`src/hdl/mau_pkg.sv`:
```
package mau_pkg;

    // Fixed field widths
    localparam int DATA_W      = 32;
    localparam int IDX_FLD_W   = 3;
    localparam int KIND_W      = 2;
    localparam int MODE_W      = 2;
    localparam int DIM_W       = 4;
    localparam int CFG_IDX_W   = 3;
    localparam int CFG_DATA_W  = 32;
    localparam int S_TDATA_W   = 40;   // row, col, value, 2 pad bits
    localparam int M_TDATA_W   = 40;   // row, col, value, 2 pad bits
    localparam int PAYLOAD_W   = 2 * IDX_FLD_W + DATA_W;
    localparam int MAX_DIM_DEFAULT = 8;

    // Word kinds on the input stream
    localparam logic [KIND_W-1:0] KIND_LOAD_A  = 2'd0;
    localparam logic [KIND_W-1:0] KIND_LOAD_B  = 2'd1;
    localparam logic [KIND_W-1:0] KIND_COMPUTE = 2'd2;

    // Operation codes
    localparam logic [MODE_W-1:0] OP_ADD   = 2'd0;
    localparam logic [MODE_W-1:0] OP_SUB   = 2'd1;
    localparam logic [MODE_W-1:0] OP_SCALE = 2'd2;
    localparam logic [MODE_W-1:0] OP_MUL   = 2'd3;

    // Register indexes
    localparam logic [CFG_IDX_W-1:0] REG_OP_MODE      = 3'd0;
    localparam logic [CFG_IDX_W-1:0] REG_ROWS_A       = 3'd1;
    localparam logic [CFG_IDX_W-1:0] REG_COLS_A       = 3'd2;
    localparam logic [CFG_IDX_W-1:0] REG_ROWS_B       = 3'd3;
    localparam logic [CFG_IDX_W-1:0] REG_COLS_B       = 3'd4;
    localparam logic [CFG_IDX_W-1:0] REG_SCALE_FACTOR = 3'd5;

    localparam logic [DATA_W-1:0] SCALE_RESET = 32'h0001_0000;  // 1.0

    typedef enum logic [2:0] {
        ST_IDLE,
        ST_RUN,
        ST_DRAIN,
        ST_EMIT,
        ST_ERR
    } state_t;

    typedef struct packed {
        logic load_a;
        logic load_b;
        logic cnt_clr;
        logic rd_en;
        logic out_load;
        logic err_sel;
    } ctrl_cmd_t;

    typedef struct packed {
        logic size_err;
        logic last_k;
        logic last_elem;
        logic pipe_busy;
    } dp_status_t;

    // Saturate a sign-extended value to signed 32 bits
    function automatic logic signed [DATA_W-1:0] sat_q(input logic signed [48:0] x);
        logic signed [DATA_W-1:0] r;
        if ((&x[48:31]) || (~|x[48:31])) begin
            r = x[31:0];
        end else if (x[48]) begin
            r = 32'sh8000_0000;
        end else begin
            r = 32'sh7fff_ffff;
        end
        return r;
    endfunction

endpackage

```
`src/hdl/mau_ctrl.sv`:
```
module mau_ctrl (
    input  logic                          aclk,
    input  logic                          aresetn,
    input  logic                          s_valid,
    input  logic [mau_pkg::KIND_W-1:0]    s_kind,
    output logic                          s_ready,
    input  logic                          m_ready,
    output logic                          m_valid,
    input  mau_pkg::dp_status_t           st,
    output mau_pkg::ctrl_cmd_t            cmd
);
    mau_pkg::state_t state_reg, state_next;
    logic out_vld_reg, out_vld_next;
    logic accept;
    logic out_free;

    assign accept   = s_valid & s_ready;
    assign out_free = ~out_vld_reg | m_ready;

    always_ff @(posedge aclk) begin
        if (!aresetn) begin
            state_reg   <= mau_pkg::ST_IDLE;
            out_vld_reg <= 1'b0;
        end else begin
            state_reg   <= state_next;
            out_vld_reg <= out_vld_next;
        end
    end

    // next state
    always_comb begin
        state_next = state_reg;
        unique case (state_reg)
            mau_pkg::ST_IDLE: begin
                if (accept && s_kind == mau_pkg::KIND_COMPUTE) begin
                    state_next = st.size_err ? mau_pkg::ST_ERR : mau_pkg::ST_RUN;
                end
            end
            mau_pkg::ST_RUN: begin
                if (st.last_k) begin
                    state_next = mau_pkg::ST_DRAIN;
                end
            end
            mau_pkg::ST_DRAIN: begin
                if (!st.pipe_busy) begin
                    state_next = mau_pkg::ST_EMIT;
                end
            end
            mau_pkg::ST_EMIT: begin
                if (out_free) begin
                    state_next = st.last_elem ? mau_pkg::ST_IDLE : mau_pkg::ST_RUN;
                end
            end
            mau_pkg::ST_ERR: begin
                if (out_free) begin
                    state_next = mau_pkg::ST_IDLE;
                end
            end
            default: state_next = mau_pkg::ST_IDLE;
        endcase
    end

    // outputs
    always_comb begin
        cmd     = '0;
        s_ready = 1'b0;
        unique case (state_reg)
            mau_pkg::ST_IDLE: begin
                s_ready     = 1'b1;
                cmd.load_a  = accept && (s_kind == mau_pkg::KIND_LOAD_A);
                cmd.load_b  = accept && (s_kind == mau_pkg::KIND_LOAD_B);
                cmd.cnt_clr = accept && (s_kind == mau_pkg::KIND_COMPUTE);
            end
            mau_pkg::ST_RUN: begin
                cmd.rd_en = 1'b1;
            end
            mau_pkg::ST_DRAIN: begin
                cmd = '0;
            end
            mau_pkg::ST_EMIT: begin
                cmd.out_load = out_free;
            end
            mau_pkg::ST_ERR: begin
                cmd.out_load = out_free;
                cmd.err_sel  = 1'b1;
            end
            default: cmd = '0;
        endcase
    end

    always_comb begin
        if (cmd.out_load) begin
            out_vld_next = 1'b1;
        end else if (m_ready) begin
            out_vld_next = 1'b0;
        end else begin
            out_vld_next = out_vld_reg;
        end
    end

    assign m_valid = out_vld_reg;

endmodule

```
`config.mk`:
```
export PLATFORM = sky130hd
export DESIGN_NAME = mau_ctrl
export DESIGN_NICKNAME = d
export VERILOG_FILES = /design/src/hdl/mau_pkg.sv /design/src/hdl/mau_ctrl.sv
export SDC_FILE = /design/constraint.sdc
export NUM_CORES = 1
export LEC_CHECK = 0
export ABC_AREA = 0
export BUFFER_PORTS_ARGS = -buffer_cell sky130_fd_sc_hd__buf_2
export CORE_AREA = 2 2 39 41
export CTS_CLUSTER_SIZE = 28
export DETAILED_ROUTE_END_ITERATION = 10
export DIE_AREA = 0 0 41 43
export PLACE_DENSITY = 0.49
export SETUP_SLACK_MARGIN = 0.3
export SYNTH_ARGS = -nofsm -noshare
export SYNTH_HDL_FRONTEND = slang
export SYNTH_SLANG_ARGS = --single-unit
```
`constraint.sdc`:
```
create_clock -name aclk -period 1.64 [get_ports aclk]
set_input_delay 0.328 -clock aclk [delete_from_list [all_inputs] [get_ports aclk]]
set_output_delay 0.328 -clock aclk [all_outputs]
set_load 0.02 [all_outputs]
```
==> metrics.txt, run 1 <==
Max-Cap Viols 0; internal reg-to-reg setup slack 0.14 ns; overall via count from detail_route roughly 360; CP max stage delay just over 0.4 ns; count leader, synth nand2_1; initial antenna violation count 0; Root Buffer clkbuf_4; fmax a little under 0.6 GHz; DR DRC count 0; synthesized net count 47; DP Cell Count 70; layout cell share with drive strength beyond 1 67.2%; first-pass GRT wire length 1290 um; status finished, violations left; Clock Sinks 4; CP endpoint cmd[5]; M1 WL 358 um; Synth Warn # 0; Post-Synthesis Cells 37; hold depth 2; latest clock arrival within the worst-skew pair 0.23 ns; final non-filler cell total just over 80; pre-CTS setup slack 0.143 ns; minimum clock period 1.69 ns; gr ovfl total 0; Hold Buf Count CTS 0; total power 0.325 mW; vias in the first global route roughly 340; GPL Wtd Cong 0.675; CP Cell Sequence or3_4 -> nor4b_4 -> buf_4; Initial Util 22.2%; endpoints failing setup 2; Core ar. 1380 um^2; row cnt 14; #FFs+latches synth 4; Post-DP HPWL roughly 600 um; LEAKAGE 0.301 nW; met3 wire length 53 um; Post-DRT Antenna Nets 0; CTS H-tree depth 1; CP max FO 4; setup repair after global routing missed its margin true; Cell Area, Synth a little over 300 um^2; Primary FF master, synth dfxtp_1; Clock Skews 0.00302 ns; Synth area leaders dfxtp_1, nor2b_1, nand2_1; wire length on met2 ~430 um; Hold Crit Class primary input to register; reg2reg end state_reg[0]$_SDFFE_PN0P_; CTS buffer count 3; Synth cell types 23; CP max stage cell or3_4; final WL roughly 840 um; final net count 78; Commonest cells post-synth nand2_1, dfxtp_1, nor2b_1, inv_1, o22ai_1; Worst EP arrival 1.36 ns; Avg Vias per Cell 4.29; top-area cell type share of the netlist area 26.0%; Layout Utilization 45.0%; die outline width 41 um; CTS Buffer Depth 2; register area share after synthesis 26.0%; cell taking the most area after synthesis dfxtp_1; max layer used met3; Max rail drop VDD between 200 and 300 uV; CTS tree done; failing checks negative setup slack; syn_area_per_cell approximately 8.3 um^2; final hold vios 0; Slew HR 83.5%; critical path class register to output port; critical path's top delay family simple AND/OR/NAND/NOR gates; die area around 1800 um^2; Buf+Inv Stages, Crit Path 1; Die Ht approximately 43 um; Critical Path Stages 3; EDFF count, synth 0; Tot GR Track Use a little under an eighth; clk slew on worst S/H paths 0.04 ns; Least-Margin Pin Slew around 0.25 ns; max-slew violations 0; worst r2r src state_reg[1]$_SDFFE_PN0P_; critical path launch point type register; Iteration-0 DRC Markers 9; I/O pins 18; area delta synth->final 102%; largest net degree at the start of global routing 7; asr flop ratio synth 0%; critical path startpoint state_reg[1]$_SDFFE_PN0P_; Worst R2R Path Depth 9; pwr/cell area 521 nW/um^2; setup ws final -0.0483 ns; HP Start aresetn; DRT Pass-1 Iters 4; crit share post-route 103%; IO Port Bufs 17; max reg flops 3; Diodes inserted 0; Critical Path RT 1.31 ns; wire length per cell 10.1 um; Crit. End Element output port
## layer usage
layer | GRT usage (%) | vias to the layer above
met3 | 3.14 | 0
met1 | 13.5 | 157
met5 | 0 | -
li1 | - | 191
met2 | 15.6 | 8
met4 | 10.0 | 0
## worst reg2reg max path: cells and delay by family, from the launching register on
family	cells	cell delay [ns]
simple gates	1	0.06
mux	1	0.20
compound gates	2	0.25
flops	1	0.34
buf+inv	5	0.58
## cell usage in the layout, fill, tap and decap left out
| cell | instances |
|---|---|
| buf_2 | 10 |
| buf_6 | 10 |
| buf_4 | 7 |
| nand2_1 | 4 |
| nor2b_1 | 3 |
| inv_1 | 3 |
| o22ai_1 | 3 |
| clkbuf_4 | 3 |
| dfxtp_4 | 2 |
| and2b_1 | 1 |
| nand2_4 | 1 |
| nor3b_4 | 1 |
| o21bai_4 | 1 |
| nor2b_4 | 1 |
| or3_4 | 1 |
| inv_2 | 1 |
| nand2b_4 | 1 |
| nor2_2 | 1 |
| nor3_2 | 1 |
| nand3b_1 | 1 |
| nor2_4 | 1 |
| nor4b_4 | 1 |
| a32oi_1 | 1 |
| o21a_1 | 1 |
| and3_1 | 1 |
| nand4_1 | 1 |
| a22oi_2 | 1 |
| mux2i_1 | 1 |
| clkbuf_1 | 1 |
| dfxtp_1 | 1 |
| dfxtp_2 | 1 |
## cell type report
class                   count  area (um^2)
flip-flops and latches      4         88.8
repair buffers             27          215
clock buffers               4         26.3
fillers                   136          761
inverters                   4         15.0
multi-input cells          28          258
well taps                  16         20.0
## report_power, final
group	total (mW)	internal [mW]	switching [mW]
sequential	0.100	0.0980	0.00224
clock	0.131	0.0913	0.0394
combinational	0.0940	0.0504	0.0436
total	0.325	0.240	0.0852
## worst min-delay path by stage
stage	slack, ns	end
after floorplan	0.45	m_valid$_SDFFE_PN0P_
after global placement	0.60	m_valid$_SDFFE_PN0P_
after detailed placement	0.60	m_valid$_SDFFE_PN0P_
after CTS	0.36	m_valid$_SDFFE_PN0P_
after global routing	0.38	m_valid$_SDFFE_PN0P_
final	0.36	m_valid$_SDFFE_PN0P_
## stage by stage
stage | hold slack (ns) | instance area [um^2] | TNS (ns)
2_1_floorplan | 0.445 | 342 | 0
3_3_place_gp | 0.601 | 447 | 0
3_5_place_dp | 0.601 | 447 | 0
4_1_cts | 0.358 | 574 | -0.148
5_1_grt | 0.376 | 623 | -0.323
6_report | 0.365 | 623 | -0.0930
## what timing repair did
item	CTS	global route
setup endpoints to repair	7	8
pin swaps	5	5
buffers inserted	7	2
hold endpoints to repair	0	0
gates resized for setup	15	8
## cells by family (layout without fill, tap and decap cells)
| kind of cell | after synthesis | after routing | share of synthesized area, % |
|---|---|---|---|
| AO/OA/AOI/OAI | 7 | 7 | 19.1 |
| flip-flops | 4 | 4 | 26.0 |
| AND/OR/NAND/NOR | 20 | 20 | 44.3 |
| multiplexers | 1 | 1 | 3.25 |
| buffers and inverters | 5 | 35 | 7.32 |
Note: power is estimated with default switching activity, not from simulation.
==> run 2: changes to the inputs <==
--- a/config.mk
+++ b/config.mk
@@ -12,6 +12,7 @@
 export DETAILED_ROUTE_END_ITERATION = 10
 export DIE_AREA = 0 0 41 43
 export PLACE_DENSITY = 0.49
+export REMOVE_ABC_BUFFERS = 1
 export SETUP_SLACK_MARGIN = 0.3
 export SYNTH_ARGS = -nofsm -noshare
 export SYNTH_HDL_FRONTEND = slang
==> metrics.txt, run 2 (same netlist as run 1, synthesis figures left out) <==
status finished, violations left; failing checks negative setup slack; DR DRC count 0; clk slew on worst S/H paths about 0.040 ns; Max rail drop VDD 196 uV; latest clock arrival within the worst-skew pair 0.23 ns; CTS tree done; die outline width ~41 um; Critical Path RT roughly 1.3 ns; IO Port Bufs 17; CTS Buffer Depth 2; Root Buffer clkbuf_4; vias in the first global route about 350; CP max FO 4; Least-Margin Pin Slew 0.239 ns; Final Cell Area 614 um^2; final WL 835 um; row cnt 14; DRT Pass-1 Iters 1; overall via count from detail_route 358; critical path launch point type register; hold_ws roughly 0.36 ns; Clock Sinks 4; CTS buffer count 3; CTS H-tree depth 1; final net count 80; critical path startpoint state_reg[0]$_SDFFE_PN0P_; Avg Vias per Cell roughly 4.3; Worst EP arrival 1.36 ns; Slew HR 84.1%; Tot GR Track Use 11.0%; area delta synth->final 99.6%; Diodes inserted 0; Initial Util between 20 and 25%; worst r2r src state_reg[0]$_SDFFE_PN0P_; HP Start aresetn; GPL Wtd Cong 0.627; Iteration-0 DRC Markers 0; endpoints failing setup 4; max-slew violations 0; Crit. End Element output port; I/O pins 18; minimum clock period roughly 1.7 ns; largest net degree at the start of global routing 7; Post-DRT Antenna Nets 0; Max-Cap Viols 0; wire length per cell 9.94 um; Core ar. between 1000 and 1500 um^2; placed standard-cell area about 410 um^2; Post-DP HPWL 568 um; Die Ht around 43 um; first-pass GRT wire length 1280 um; die area 1760 um^2; Hold Buf Count CTS 0; fmax around 0.59 GHz; Hold Crit Class primary input to register; layout cell share with drive strength beyond 1 67.6%; setup TNS -0.106 ns; LEAKAGE 0.307 nW; setup repair after global routing missed its margin true; pwr/cell area ~500 nW/um^2; setup ws final -0.0442 ns; total power 0.306 mW; Clock Skews 0.00252 ns; max reg flops 3; critical path class register to output port; crit share post-route 103%; filler instances 137; most frequent cells in the layout buf_2, buf_4, buf_6; initial antenna violation count 0; gr ovfl total 0; final hold vios 0
[run 2: metrics by stage]
stage | setup WS [ns] | utilization, % | cells
after global routing | -0.0807 | 44.4 | 84
final | -0.0442 | 44.4 | 84
after global placement | 0.146 | 29.8 | 70
after floorplan | -0.0595 | - | 36
after CTS | -0.0657 | 40.1 | 81
after detailed placement | 0.129 | 29.8 | 70
[run 2: final cells by class]
cell class	instances	area (um^2)	share of cell area [%]
multi-input cells	28	249	40.5
well taps	16	20.0	3.26
clock buffers	3	22.5	3.67
repair buffers	29	216	35.2
inverters	4	15.0	2.44
flip-flops and latches	4	91.3	14.9
[run 2: what timing repair did]
item / in CTS / in global routing
gates cloned: 0 / 0
resized for setup: 18 / 10
pin swaps: 2 / 3
buffers inserted: 8 / 3
setup endpoints to repair: 7 / 8
[run 2: routing by layer]
| metal | track usage [%] | routed length (um) | up-vias |
|---|---|---|---|
| met1 | 10.3 | 318 | 159 |
| li1 | - | - | 193 |
| met3 | 3.14 | 21 | 0 |
| met5 | 0 | 0 | - |
| met4 | 10.0 | 0 | 0 |
| met2 | 17.8 | 495 | 6 |
[run 2: where the power goes]
| part | internal [mW] | total, mW | switching, mW |
|---|---|---|---|
| Clock | 0.0814 | 0.116 | 0.0342 |
| Combinational | 0.0488 | 0.0918 | 0.0430 |
| Sequential | 0.0969 | 0.0985 | 0.00152 |
[run 2: worst max-delay path, stage by stage (launching register included)]
cell and delay [ns]:
dfxtp_4 0.33, or3_4 0.40, nor4b_2 0.22, buf_4 0.18
[run 2: path summary, 6_finish.rpt]
| check | cells past startpoint | endpoint | slack, ns |
|---|---|---|---|
| setup / recovery | 3 | cmd[5] | -0.04 |
| hold reg to reg | 3 | state_reg[0]$_SDFFE_PN0P_ | 0.63 |
| setup reg to reg | 8 | state_reg[0]$_SDFFE_PN0P_ | 0.27 |
| hold / removal | 2 | m_valid$_SDFFE_PN0P_ | 0.36 |
